==> config.mk <==
export PLATFORM = sky130hd
export DESIGN_NAME = dock_handshake_controller_flat
export DESIGN_NICKNAME = d
export VERILOG_FILES = /design/src/hdl/dhc_pkg.sv /design/src/hdl/dhc_req_if.sv /design/src/hdl/dhc_rsp_if.sv /design/src/hdl/dhc_csr.sv /design/src/hdl/dhc_front.sv /design/src/hdl/dhc_core.sv /design/src/hdl/dock_handshake_controller.sv /design/src/flat_wrapper.sv
export SDC_FILE = /design/constraint.sdc
export NUM_CORES = 2
export LEC_CHECK = 0
export BUFFER_PORTS_ARGS = -buffer_cell sky130_fd_sc_hd__buf_2
export CORE_ASPECT_RATIO = 1.5
export CORE_MARGIN = 3
export CORE_UTILIZATION = 70
export DETAILED_ROUTE_END_ITERATION = 8
export MAX_ROUTING_LAYER = met4
export PLACE_DENSITY_LB_ADDON = 0.05
export SYNTH_ARGS = -nofsm -noshare
export SYNTH_HDL_FRONTEND = slang
export SYNTH_SLANG_ARGS = --single-unit
==> constraint.sdc <==
create_clock -name clock -period 18.24 [get_ports clock]
set_input_delay 3.648 -clock clock [delete_from_list [all_inputs] [get_ports clock]]
set_output_delay 3.648 -clock clock [all_outputs]
set_load 0.05 [all_outputs]
==> src/hdl/dhc_pkg.sv <==
// ----------------------------------------------------------------------------
// dhc_pkg
// Shared types and constants of the dock handshake controller.
// ----------------------------------------------------------------------------
package dhc_pkg;

   localparam int AVG_SAMPLES = 4;
   localparam int MV_MAX = 20884;

   localparam int SUM_W = $clog2(AVG_SAMPLES * MV_MAX + 1);
   localparam int CNT_W = (AVG_SAMPLES > 1) ? $clog2(AVG_SAMPLES) : 1;
   localparam int AVG_LOG = $clog2(AVG_SAMPLES);
   localparam int AVG_SHIFT = SUM_W + AVG_LOG;
   localparam int AVG_RECIP_W = SUM_W + 1;
   localparam logic [AVG_RECIP_W-1:0] AVG_RECIP =
      AVG_RECIP_W'(((64'd1 << AVG_SHIFT) + 64'(AVG_SAMPLES) - 64'd1) / 64'(AVG_SAMPLES));
   localparam int AVG_PROD_W = SUM_W + AVG_RECIP_W;

   localparam logic [14:0] MV_SCALE = 15'd20889;
   localparam logic [26:0] MV_ROUND = 27'd2048;

   localparam int BLINK_SHIFT = 37;
   localparam logic [30:0] BLINK_RECIP = 31'(((64'd1 << BLINK_SHIFT) + 64'd124) / 64'd125);

   localparam logic [31:0] DOCK_SETTLE_MS = 32'd200;

   localparam logic [2:0] MODE_SEARCHING = 3'd0;
   localparam logic [2:0] MODE_ALIGNING = 3'd1;
   localparam logic [2:0] MODE_DOCKED = 3'd2;
   localparam logic [2:0] MODE_CHARGING = 3'd3;
   localparam logic [2:0] MODE_STANDBY = 3'd4;

   localparam logic [2:0] REG_PRESENT_THRESHOLD = 3'd0;
   localparam logic [2:0] REG_LOST_THRESHOLD = 3'd1;
   localparam logic [2:0] REG_DEBOUNCE = 3'd2;
   localparam logic [2:0] REG_LOST_TIMEOUT = 3'd3;
   localparam logic [2:0] REG_FULL_CHARGE = 3'd4;
   localparam logic [2:0] REG_ALIGN_TIMEOUT = 3'd5;
   localparam logic [2:0] REG_MAX_CHARGE = 3'd6;
   localparam logic [2:0] REG_STANDBY = 3'd7;

   typedef struct packed {
      logic [15:0] present_threshold_mv;
      logic [15:0] lost_threshold_mv;
      logic [15:0] debounce_ms;
      logic [31:0] lost_timeout_ms;
      logic [6:0]  full_charge_pct;
      logic [31:0] align_timeout_ms;
      logic [31:0] max_charge_ms;
      logic [31:0] standby_ms;
   } dhc_cfg_type;

   typedef struct packed {
      logic [31:0] now_ms;
      logic [14:0] mv;
      logic        beacon_level;
      logic [6:0]  battery_pct;
      logic        blink;
   } dhc_tick_type;

endpackage

==> src/hdl/dhc_req_if.sv <==
// ----------------------------------------------------------------------------
// dhc_req_if
// Tick channel into the dock handshake controller.
// ----------------------------------------------------------------------------
interface dhc_req_if;
   logic        valid;
   logic        ready;
   logic [31:0] now_ms;
   logic [11:0] adc_sample;
   logic        adc_ok;
   logic        ir_pin;
   logic [6:0]  battery_pct;

   modport source (output valid, output now_ms, output adc_sample, output adc_ok,
                   output ir_pin, output battery_pct, input ready);
   modport sink (input valid, input now_ms, input adc_sample, input adc_ok,
                 input ir_pin, input battery_pct, output ready);
endinterface

==> src/hdl/dhc_rsp_if.sv <==
// ----------------------------------------------------------------------------
// dhc_rsp_if
// Result channel out of the dock handshake controller.
// ----------------------------------------------------------------------------
interface dhc_rsp_if;
   logic        valid;
   logic        ready;
   logic [2:0]  dock_state;
   logic        charger_on;
   logic        led_on;
   logic        standby_pulse;
   logic [14:0] rail_mv;

   modport source (output valid, output dock_state, output charger_on, output led_on,
                   output standby_pulse, output rail_mv, input ready);
   modport sink (input valid, input dock_state, input charger_on, input led_on,
                 input standby_pulse, input rail_mv, output ready);
endinterface

==> src/hdl/dhc_csr.sv <==
// ----------------------------------------------------------------------------
// dhc_csr
// Configuration registers, written by index, reset to their defaults.
// ----------------------------------------------------------------------------
module dhc_csr
   import dhc_pkg::*;
(
   input  logic        clock,
   input  logic        reset,
   input  logic        csr_we,
   input  logic [2:0]  csr_index,
   input  logic [31:0] csr_wdata,
   output dhc_cfg_type cfg
);

   dhc_cfg_type cfg_ff;
   dhc_cfg_type cfg_in;

   always_comb begin
      cfg_in = cfg_ff;
      if (csr_we) begin
         unique case (csr_index)
            REG_PRESENT_THRESHOLD: cfg_in.present_threshold_mv = csr_wdata[15:0];
            REG_LOST_THRESHOLD:    cfg_in.lost_threshold_mv = csr_wdata[15:0];
            REG_DEBOUNCE:          cfg_in.debounce_ms = csr_wdata[15:0];
            REG_LOST_TIMEOUT:      cfg_in.lost_timeout_ms = csr_wdata;
            REG_FULL_CHARGE:       cfg_in.full_charge_pct = csr_wdata[6:0];
            REG_ALIGN_TIMEOUT:     cfg_in.align_timeout_ms = csr_wdata;
            REG_MAX_CHARGE:        cfg_in.max_charge_ms = csr_wdata;
            REG_STANDBY:           cfg_in.standby_ms = csr_wdata;
            default:               cfg_in = cfg_ff;
         endcase
      end
   end

   always_ff @(posedge clock) begin
      if (reset) begin
         cfg_ff.present_threshold_mv <= 16'd15000;
         cfg_ff.lost_threshold_mv    <= 16'd5000;
         cfg_ff.debounce_ms          <= 16'd50;
         cfg_ff.lost_timeout_ms      <= 32'd1000;
         cfg_ff.full_charge_pct      <= 7'd98;
         cfg_ff.align_timeout_ms     <= 32'd500;
         cfg_ff.max_charge_ms        <= 32'd21600000;
         cfg_ff.standby_ms           <= 32'd60000;
      end else begin
         cfg_ff <= cfg_in;
      end
   end

   assign cfg = cfg_ff;

endmodule

==> src/hdl/dhc_front.sv <==
// ----------------------------------------------------------------------------
// dhc_front
// Input register: converts the rail sample to mV and derives the blink phase.
// ----------------------------------------------------------------------------
module dhc_front
   import dhc_pkg::*;
(
   input  logic         clock,
   input  logic         reset,
   dhc_req_if.sink      req_ch,
   input  logic         core_take,
   output logic         tick_valid,
   output dhc_tick_type tick
);

   logic         valid_ff;
   logic         valid_in;
   dhc_tick_type tick_ff;
   dhc_tick_type tick_in;
   logic         load;
   logic [26:0]  mv_prod;
   logic [60:0]  blink_prod;

   assign req_ch.ready = !valid_ff || core_take;
   assign load = req_ch.valid && req_ch.ready;

   // mV = (adc * 20889 + 2048) >> 12
   assign mv_prod = 27'(req_ch.adc_sample) * 27'(MV_SCALE) + MV_ROUND;
   // bit 0 of now / 500, as (now >> 2) / 125 by reciprocal
   assign blink_prod = 61'(req_ch.now_ms[31:2]) * 61'(BLINK_RECIP);

   always_comb begin
      tick_in.now_ms = req_ch.now_ms;
      tick_in.mv = req_ch.adc_ok ? mv_prod[26:12] : 15'd0;
      tick_in.beacon_level = !req_ch.ir_pin;
      tick_in.battery_pct = req_ch.battery_pct;
      tick_in.blink = blink_prod[BLINK_SHIFT];
      valid_in = load || (valid_ff && !core_take);
   end

   always_ff @(posedge clock) begin
      if (reset) begin
         valid_ff <= 1'b0;
      end else begin
         valid_ff <= valid_in;
      end
   end

   always_ff @(posedge clock) begin
      if (load) begin
         tick_ff <= tick_in;
      end
   end

   assign tick_valid = valid_ff;
   assign tick = tick_ff;

endmodule

==> src/hdl/dhc_core.sv <==
// ----------------------------------------------------------------------------
// dhc_core
// Averager, beacon debounce, dock state machine and result register.
// ----------------------------------------------------------------------------
module dhc_core
   import dhc_pkg::*;
(
   input  logic         clock,
   input  logic         reset,
   input  dhc_cfg_type  cfg,
   input  logic         tick_valid,
   input  dhc_tick_type tick,
   output logic         core_take,
   dhc_rsp_if.source    rsp_ch
);

   logic [2:0]       mode_ff, mode_in;
   logic [14:0]      avg_ff, avg_in;
   logic [SUM_W-1:0] sum_ff, sum_in;
   logic [CNT_W-1:0] count_ff, count_in;
   logic             beacon_ff, beacon_in;
   logic             pending_ff, pending_in;
   logic [31:0]      change_stamp_ff, change_stamp_in;
   logic [31:0]      entry_ff, entry_in;
   logic             charger_ff, charger_in;
   logic             led_ff, led_in;
   logic             pulse;

   logic             rsp_valid_ff, rsp_valid_in;
   logic [2:0]       rsp_state_ff;
   logic             rsp_charger_ff;
   logic             rsp_led_ff;
   logic             rsp_pulse_ff;
   logic [14:0]      rsp_rail_ff;

   logic [SUM_W-1:0]      new_sum;
   logic [AVG_PROD_W-1:0] avg_prod;
   logic [AVG_PROD_W-1:0] avg_quot;
   logic [31:0]           elapsed;
   logic                  lost;
   logic                  advance;

   assign core_take = !rsp_valid_ff || rsp_ch.ready;
   assign advance = tick_valid && core_take;

   assign new_sum = sum_ff + SUM_W'(tick.mv);
   assign avg_prod = AVG_PROD_W'(new_sum) * AVG_PROD_W'(AVG_RECIP);
   assign avg_quot = avg_prod >> AVG_SHIFT;
   assign elapsed = tick.now_ms - entry_ff;

   always_comb begin
      sum_in = new_sum;
      count_in = count_ff + CNT_W'(1);
      avg_in = avg_ff;
      if (count_ff == CNT_W'(AVG_SAMPLES - 1)) begin
         avg_in = avg_quot[14:0];
         sum_in = '0;
         count_in = '0;
      end

      beacon_in = beacon_ff;
      pending_in = pending_ff;
      change_stamp_in = change_stamp_ff;
      if (tick.beacon_level != beacon_ff) begin
         if (!pending_ff) begin
            pending_in = 1'b1;
            change_stamp_in = tick.now_ms;
         end else if ((tick.now_ms - change_stamp_ff) >= 32'(cfg.debounce_ms)) begin
            beacon_in = tick.beacon_level;
            pending_in = 1'b0;
         end
      end else begin
         pending_in = 1'b0;
      end

      lost = 16'(avg_in) < cfg.lost_threshold_mv;
      mode_in = mode_ff;
      entry_in = entry_ff;
      charger_in = charger_ff;
      led_in = led_ff;
      pulse = 1'b0;

      unique case (mode_ff)
         MODE_SEARCHING: begin
            charger_in = 1'b0;
            led_in = 1'b0;
            if (beacon_in) begin
               mode_in = MODE_ALIGNING;
               entry_in = tick.now_ms;
            end
         end
         MODE_ALIGNING: begin
            led_in = 1'b1;
            if (16'(avg_in) >= cfg.present_threshold_mv && beacon_in) begin
               mode_in = MODE_DOCKED;
               entry_in = tick.now_ms;
            end
            if (!beacon_in && elapsed > cfg.align_timeout_ms) begin
               mode_in = MODE_SEARCHING;
               entry_in = tick.now_ms;
            end
         end
         MODE_DOCKED: begin
            led_in = 1'b1;
            charger_in = 1'b1;
            if (elapsed > DOCK_SETTLE_MS) begin
               mode_in = MODE_CHARGING;
               entry_in = tick.now_ms;
            end
            if (lost && elapsed > cfg.lost_timeout_ms) begin
               mode_in = MODE_SEARCHING;
               charger_in = 1'b0;
               entry_in = tick.now_ms;
            end
         end
         MODE_CHARGING: begin
            led_in = tick.blink;
            if (tick.battery_pct >= cfg.full_charge_pct || elapsed > cfg.max_charge_ms) begin
               mode_in = MODE_STANDBY;
               entry_in = tick.now_ms;
            end
            if (lost && elapsed > cfg.lost_timeout_ms) begin
               mode_in = MODE_SEARCHING;
               charger_in = 1'b0;
               entry_in = tick.now_ms;
            end
         end
         MODE_STANDBY: begin
            led_in = 1'b1;
            if (elapsed > cfg.standby_ms) begin
               pulse = 1'b1;
               mode_in = MODE_SEARCHING;
               entry_in = tick.now_ms;
            end
            if (lost) begin
               mode_in = MODE_SEARCHING;
               charger_in = 1'b0;
               entry_in = tick.now_ms;
            end
         end
         default: begin
            mode_in = MODE_SEARCHING;
            entry_in = tick.now_ms;
         end
      endcase

      rsp_valid_in = advance || (rsp_valid_ff && !rsp_ch.ready);
   end

   always_ff @(posedge clock) begin
      if (reset) begin
         mode_ff <= MODE_SEARCHING;
         avg_ff <= '0;
         sum_ff <= '0;
         count_ff <= '0;
         beacon_ff <= 1'b0;
         pending_ff <= 1'b0;
         change_stamp_ff <= '0;
         entry_ff <= '0;
         charger_ff <= 1'b0;
         led_ff <= 1'b0;
         rsp_valid_ff <= 1'b0;
      end else begin
         rsp_valid_ff <= rsp_valid_in;
         if (advance) begin
            mode_ff <= mode_in;
            avg_ff <= avg_in;
            sum_ff <= sum_in;
            count_ff <= count_in;
            beacon_ff <= beacon_in;
            pending_ff <= pending_in;
            change_stamp_ff <= change_stamp_in;
            entry_ff <= entry_in;
            charger_ff <= charger_in;
            led_ff <= led_in;
         end
      end
   end

   always_ff @(posedge clock) begin
      if (advance) begin
         rsp_state_ff <= mode_in;
         rsp_charger_ff <= charger_in;
         rsp_led_ff <= led_in;
         rsp_pulse_ff <= pulse;
         rsp_rail_ff <= avg_in;
      end
   end

   assign rsp_ch.valid = rsp_valid_ff;
   assign rsp_ch.dock_state = rsp_state_ff;
   assign rsp_ch.charger_on = rsp_charger_ff;
   assign rsp_ch.led_on = rsp_led_ff;
   assign rsp_ch.standby_pulse = rsp_pulse_ff;
   assign rsp_ch.rail_mv = rsp_rail_ff;

   a_align_charger_off: assert property (@(posedge clock) disable iff (reset)
      mode_ff == MODE_ALIGNING |-> !charger_ff)
      else $error("charger enabled while aligning");

   a_pulse_to_search: assert property (@(posedge clock) disable iff (reset)
      rsp_valid_ff && rsp_pulse_ff |-> rsp_state_ff == MODE_SEARCHING)
      else $error("standby pulse without return to searching");

   a_count_range: assert property (@(posedge clock) disable iff (reset)
      count_ff <= CNT_W'(AVG_SAMPLES - 1))
      else $error("sample count past block length");

   a_entry_stamp: assert property (@(posedge clock) disable iff (reset)
      advance && mode_in != mode_ff |=> entry_ff == $past(tick.now_ms))
      else $error("state change without timer restart");

endmodule

==> src/hdl/dock_handshake_controller.sv <==
// ----------------------------------------------------------------------------
// dock_handshake_controller
// Dock state machine with rail averaging, beacon debounce and charger control.
// ----------------------------------------------------------------------------
// Usage:
//   req_ch carries one tick per transaction: timestamp, raw rail sample with
//   its ok flag, active-low beacon level and battery percent. rsp_ch returns
//   exactly one transaction per tick: dock state, charger and LED levels, the
//   standby pulse and the latest block-averaged rail voltage.
//   csr_we/csr_index/csr_wdata write the eight settings; write them only
//   while no tick is in flight.
//   A tick accepted sits in the input register; its result is then
//   registered in the result register, from which it can be taken.
//   One tick per cycle is sustained while rsp_ch does not stall: the
//   state update is a single pass between the two registers.
//   Reset (synchronous) loads the default settings, returns to searching and
//   clears the averager, debounce and timers.
//   When rsp_ch stalls, the result holds and one more tick is parked in the
//   input register; req_ch.ready then drops until the result is taken.
// ----------------------------------------------------------------------------
module dock_handshake_controller
   import dhc_pkg::*;
(
   input  logic        clock,
   input  logic        reset,
   dhc_req_if.sink     req_ch,
   dhc_rsp_if.source   rsp_ch,
   input  logic        csr_we,
   input  logic [2:0]  csr_index,
   input  logic [31:0] csr_wdata
);

   dhc_cfg_type  cfg;
   dhc_tick_type tick;
   logic         tick_valid;
   logic         core_take;

   dhc_csr u_csr (
      .clock     (clock),
      .reset     (reset),
      .csr_we    (csr_we),
      .csr_index (csr_index),
      .csr_wdata (csr_wdata),
      .cfg       (cfg)
   );

   dhc_front u_front (
      .clock      (clock),
      .reset      (reset),
      .req_ch     (req_ch),
      .core_take  (core_take),
      .tick_valid (tick_valid),
      .tick       (tick)
   );

   dhc_core u_core (
      .clock      (clock),
      .reset      (reset),
      .cfg        (cfg),
      .tick_valid (tick_valid),
      .tick       (tick),
      .core_take  (core_take),
      .rsp_ch     (rsp_ch)
   );

endmodule

==> src/flat_wrapper.sv <==
// flat-port wrapper written by rule: the top's interface ports become plain ports
module dock_handshake_controller_flat import dhc_pkg::*;
  (clock, reset, csr_we, csr_index, csr_wdata, req_ch_valid, req_ch_now_ms, req_ch_adc_sample, req_ch_adc_ok, req_ch_ir_pin, req_ch_battery_pct, req_ch_ready, rsp_ch_valid, rsp_ch_dock_state, rsp_ch_charger_on, rsp_ch_led_on, rsp_ch_standby_pulse, rsp_ch_rail_mv, rsp_ch_ready);
  dhc_req_if req_ch_i ();
  dhc_rsp_if rsp_ch_i ();
  input  logic clock;
  input  logic reset;
  input  logic csr_we;
  input  logic [2:0] csr_index;
  input  logic [31:0] csr_wdata;
  input wire logic [$bits(req_ch_i.valid)-1:0] req_ch_valid;
  input wire logic [$bits(req_ch_i.now_ms)-1:0] req_ch_now_ms;
  input wire logic [$bits(req_ch_i.adc_sample)-1:0] req_ch_adc_sample;
  input wire logic [$bits(req_ch_i.adc_ok)-1:0] req_ch_adc_ok;
  input wire logic [$bits(req_ch_i.ir_pin)-1:0] req_ch_ir_pin;
  input wire logic [$bits(req_ch_i.battery_pct)-1:0] req_ch_battery_pct;
  output wire logic [$bits(req_ch_i.ready)-1:0] req_ch_ready;
  output wire logic [$bits(rsp_ch_i.valid)-1:0] rsp_ch_valid;
  output wire logic [$bits(rsp_ch_i.dock_state)-1:0] rsp_ch_dock_state;
  output wire logic [$bits(rsp_ch_i.charger_on)-1:0] rsp_ch_charger_on;
  output wire logic [$bits(rsp_ch_i.led_on)-1:0] rsp_ch_led_on;
  output wire logic [$bits(rsp_ch_i.standby_pulse)-1:0] rsp_ch_standby_pulse;
  output wire logic [$bits(rsp_ch_i.rail_mv)-1:0] rsp_ch_rail_mv;
  input wire logic [$bits(rsp_ch_i.ready)-1:0] rsp_ch_ready;
  assign req_ch_i.valid = req_ch_valid;
  assign req_ch_i.now_ms = req_ch_now_ms;
  assign req_ch_i.adc_sample = req_ch_adc_sample;
  assign req_ch_i.adc_ok = req_ch_adc_ok;
  assign req_ch_i.ir_pin = req_ch_ir_pin;
  assign req_ch_i.battery_pct = req_ch_battery_pct;
  assign req_ch_ready = req_ch_i.ready;
  assign rsp_ch_valid = rsp_ch_i.valid;
  assign rsp_ch_dock_state = rsp_ch_i.dock_state;
  assign rsp_ch_charger_on = rsp_ch_i.charger_on;
  assign rsp_ch_led_on = rsp_ch_i.led_on;
  assign rsp_ch_standby_pulse = rsp_ch_i.standby_pulse;
  assign rsp_ch_rail_mv = rsp_ch_i.rail_mv;
  assign rsp_ch_i.ready = rsp_ch_ready;
  dock_handshake_controller u_core (.clock(clock), .reset(reset), .req_ch(req_ch_i), .rsp_ch(rsp_ch_i), .csr_we(csr_we), .csr_index(csr_index), .csr_wdata(csr_wdata));
endmodule
# Word-level counts from Yosys, hierarchy flattened
# Cells that the tools add are included.
totals:
  register_bits: 367
  output_inout_bits: 23
op_classes:
  multipliers: 2
  n_reduce_logical: 31
  addsub: 5
  bitwise_logic: 1
  n_mux: 35
  eq_ne: 18
  order_cmp: 9
ops:
  columns: ["op", "n"]
  rows:
  - ["2-to-1 mux 32 bit", 9]
  - ["case mux 32 bit (5 select lines)", 1]
  - ["greater-than comparator 32 bit", 4]
  - ["subtractor 32 bit", 2]
  - ["multiplier 30 x 29 -> 36 bit (second input constant)", 1]
  - [">= comparator 32 x 16 -> 1 bit", 1]
  - ["greater-than comparator 32 x 8 -> 1 bit (second input constant)", 1]
  - ["adder 27 x 12 -> 27 bit (second input constant)", 1]
  - ["multiplier 12 x 15 -> 27 bit (second input constant)", 1]
  - ["2-to-1 mux 3 bit", 9]
  - ["adder 17 x 15 -> 17 bit", 1]
  - ["2-to-1 mux 17 bit", 1]
  - [">= comparator 15 x 16 -> 1 bit", 1]
  - ["less-than comparator 15 x 16 -> 1 bit", 1]
  - ["AND reduction 2 bit", 8]
  - ["equality test 3 bit (second input constant)", 5]
  - ["2-to-1 mux 15 bit", 1]
  - ["case mux 3 bit (5 select lines)", 1]
  - ["equality test 3 x 2 -> 1 bit (second input constant)", 4]
  - ["inequality test 3 bit (second input constant)", 4]
  - ["2-to-1 mux 1 bit", 10]
  - [">= comparator 7 bit", 1]
  - ["logical AND 1 bit", 7]
  - ["equality test 3 x 1 -> 1 bit (second input constant)", 2]
  - ["other kinds (14)", 24]

# Logic depth before layout (Yosys ltp)
logic_depth:
  ltp_word: 9
  depth_mapped: 25
  depth_no_buf: 24

# By module
# From an unflattened synthesis, not the netlist that was laid out.
hier_totals:
  cells_unflattened: 3640
  hier_area_um2: 34326.7
modules_own_cells:
  columns: ["module", "seq_area_each_um2", "instances", "cells_per_inst", "area_per_inst_um2"]
  rows:
  - ["dhc_core", 2752.6, 1, 1830, 14048.5]
  - ["dhc_front", 1701.6, 1, 1146, 13082.5]
  - ["dhc_csr", 3663.5, 1, 664, 7195.7]

# Worst setup path after synthesis
# OpenSTA, ideal clock, no wires.
synth_timing:
  path_kind: "input port to flip-flop"
  from: "input port req_ch_now_ms[14]"
  to: "register u_core.u_front.tick_ff (netlist bit u_core.u_front.tick[0]) (data pin)"
  setup_ns: 0.260
  path_slack_ns: 8.925
  path_buffers: 0
  cell_stages: 24
  t_arrival_ns: 9.056
  cell_sequence: "ha_1 > fa_1 > fa_1 > inv_1 > fa_1 > inv_1 > fa_1 > fa_1 > fa_1 > inv_1 > fa_1 > inv_1 > ha_1 > a21o_1 > a21oi_1 > nor2b_1 > o21ai_0 > nand2b_1 > a21oi_1 > o21ai_0 > a21oi_1 > o211ai_1 > a31oi_1 > xnor2_1"
synth_between:
  elab_chain_cells: 1
synth_rtl:
  columns: ["element", "line_no", "source"]
  rows:
  - ["start: declaration", "flat_wrapper.sv:12", "input wire logic [$bits(req_ch_i.now_ms)-1:0] req_ch_now_ms;"]
  - ["multiplier 30 x 29 -> 36 bit", "dhc_front.sv:30", "assign blink_prod = 61'(req_ch.now_ms[31:2]) * 61'(BLINK_RECIP);"]
  - ["named net u_core.u_front.blink_prod[37]", "dhc_front.sv:22", "logic [60:0] blink_prod;"]
  - ["end signal: assignment", "dhc_front.sv:51", "tick_ff <= tick_in;"]
  - ["end: declaration", "dhc_front.sv:18", "dhc_tick_type tick_ff;"]
# The timed path passes the listed nets, and every way through them passes these cells.
# A chain may end at the register's enable or synchronous reset.

# Final worst setup path
layout_timing:
  from: "input port req_ch_now_ms[15]"
  to: "register u_core.u_front.tick_ff (netlist bit u_core.u_front.tick[0]) (data pin)"
# The elaborated chain is that of the path after synthesis.

==> run metrics <==
status=finished with violations; failing checks=max-slew violations; Syn Std Cell Area=33800 um^2; Main synth FF type=dfxtp_1; synth warn=0; cts hold-fix bufs=0; I/O pin total=116; Seq cells post-synth=367; reg2reg setup slack=10.63 ns; port bufs=115; Area contributors post-synth=ha_1 (21%), dfxtp_1 (17%), fa_1 (15%); GRT Resource Usage Total=37.2%; Worst Path Class, Setup=input pin to register; Clock Path Buffers=3; Fin. Hold Viols=0; residual DRC count=0; most numerous cell on the critical path=fa_1; syn_nets=4719; Setup Fix Bufs, Post-CTS=0; placed instance count=4399; Sink Count=367; pwr dens=133 nW/um^2; total of max-cap violations=0; vias in the first global route=28700; Avg WL per Cell=20.3 um; VDD IR max=0.301 mV; Slew headroom=-1.46%; min Tclk post-route=9.47 ns; Worst-Margin Slew=1.52 ns; Worst setup SP type=input pin; die height=275 um; largest area contributor in the netlist=ha_1; clock tree skew after final layout=0.0283 ns; post-synth top area share=21.5%; Crit-path slowest cell=fa_1; first-pass GRT wire length=145000 um; Data required, critical path=18.52 ns; RSZ-0062 raised after global routing=false; Reg clk slew, reported paths=0.06 ns; CTS H-tree lvls=2; commonest cells in the netlist=inv_1 (636), ha_1 (580), nand2_1 (560); f_max=106 MHz; max incr delay on CP=0.56 ns; final RePlAce weighted congestion=1.00; post-synthesis sequential area ratio=24.0%; Post-Synthesis Cells=3798; cell row count=97; diode count=0; Avg Vias per Cell=6.09; Hold Slack=0.454 ns; count leader, synth=inv_1; setup TNS=0 ns; Yosys cell types=93; Final Setup Violations=0; CTS tree=built; total core area=47200 um^2; Synth Area per Inst=8.89 um^2; initial core utilization=71.5%; later-pin clock latency in the skew report=0.56 ns; 1st-pass router iterations=6; WP data arrival=9.75 ns; area delta synth->final=6.30%; nature of the critical path endpoint=register; Final Total Pwr=4.79 mW; post-route ant nets=0; Lkg Pwr=16.6 nW; Routed WL=90700 um; DIE AREA=51000 um^2; initial antenna violation count=0; Post-synth EDFFs=77; ys async rst share=0%; Slew Viols, Final=1; # resized after CTS=0; DR vias=27200; share of cells above drive strength 1=6.38%; Hold WC Path Type=register to register; fillcell total=3430; post-DP HPWL=71000 um; TritonCTS Buffers=37; layout net count=4765; largest net degree at the start of global routing=124; drt initial violations=1547; GRT overflow=0; crit-path max FO=11; Tcrit/Tclk final=51.9%; Root Driver=clkbuf_16; post-route insts no fill=4466; Die Wd=185 um
-- registers in the layout, indices dropped and copies added (netlist names) --
register,flops
u_core.u_core.rsp_ch.valid,1
u_core.u_core.rsp_ch.dock_state,3
u_core.u_core.avg_ff,15
u_core.u_core.rsp_ch.rail_mv,15
u_core.u_core.entry_ff,32
u_core.u_front.tick,56
u_core.u_core.change_stamp_ff,32
u_core.u_core.led_ff,1
u_core.u_core.pending_ff,1
u_core.u_front.tick_valid,1
u_core.u_core.charger_ff,1
u_core.u_core.mode_ff,3
u_core.u_core.rsp_ch.charger_on,1
u_core.u_csr.cfg,183
u_core.u_core.rsp_ch.standby_pulse,1
u_core.u_core.beacon_ff,1
u_core.u_core.sum_ff,17
u_core.u_core.count_ff,2
u_core.u_core.rsp_ch.led_on,1
-- power breakdown --
part           internal, mW  switching [mW]
clock                 0.482           0.342
combinational          1.34            1.70
sequential            0.893          0.0302
-- placed cells by master, fill, tap and decap left out, types with 22 or more instances in the layout --
master / instances
inv_1: 635
ha_1: 580
nand2_1: 560
a21oi_1: 328
dfxtp_1: 290
fa_1: 248
nor2_1: 122
buf_2: 114
a21o_1: 85
edfxtp_1: 77
o21ai_0: 76
xnor2_1: 72
o211ai_1: 61
mux2i_1: 49
nand4_1: 43
nand3_1: 40
clkbuf_16: 38
nor3_1: 34
xor2_1: 28
nand2b_1: 24
nor2b_1: 22
-- metrics by stage --
step	instance area [um^2]	setup slack [ns]	util (%)
after global routing	35900	8.50	76.0
after detailed placement	34600	8.23	73.3
after global placement	34600	8.29	73.3
after floorplan	33800	8.92	-
final	35900	8.77	76.0
after CTS	35900	8.78	76.0
-- final timing paths --
check | startpoint | to | cells past startpoint
setup reg to reg | u_core.u_front.tick[24] | u_core.u_core.entry_ff[24] | 24
hold reg to reg | u_core.u_core.change_stamp_ff[24] | u_core.u_core.change_stamp_ff[24] | 2
setup / recovery | req_ch_now_ms[15] | u_core.u_front.tick[0] | 25
hold / removal | u_core.u_core.change_stamp_ff[24] | u_core.u_core.change_stamp_ff[24] | 2
-- area by class of cell --
type | count | area, um^2 | share of cell area (%)
clock buffers | 45 | 1010 | 2.81
repair buffers | 134 | 724 | 2.02
flip-flops and latches | 367 | 8120 | 22.6
inverters | 636 | 2390 | 6.66
well taps | 594 | 743 | 2.07
multi-input cells | 2668 | 22600 | 63.0
clock inverters | 22 | 285 | 0.795
-- logic make-up after synthesis --
kind of cell / after synthesis / synth area share (%)
adder cells (fa/ha/maj): 828 / 36.2
AO/OA/AOI/OAI: 721 / 13.6
XOR/XNOR: 100 / 2.59
buffers and inverters: 763 / 9.02
AND/OR/NAND/NOR: 956 / 12.7
flip-flops: 367 / 24.0
multiplexers: 63 / 1.92
-- metal layers --
| metal | track usage, % | wire length (um) |
|---|---|---|
| met1 | 37.0 | 31700 |
| met2 | 66.9 | 47300 |
| met3 | 5.36 | 4460 |
| met4 | 24.4 | 7190 |
| met5 | - | 0 |
-- worst max-delay path: cells and delay by family --
kind	cells	cell delay [ns]
compound gates	8	1.19
xor+xnor	1	0.09
fa+ha+maj	9	4.19
buf+inv	5	0.51
simple gates	2	0.13
No activity file was read; power rests on OpenSTA's default activity.
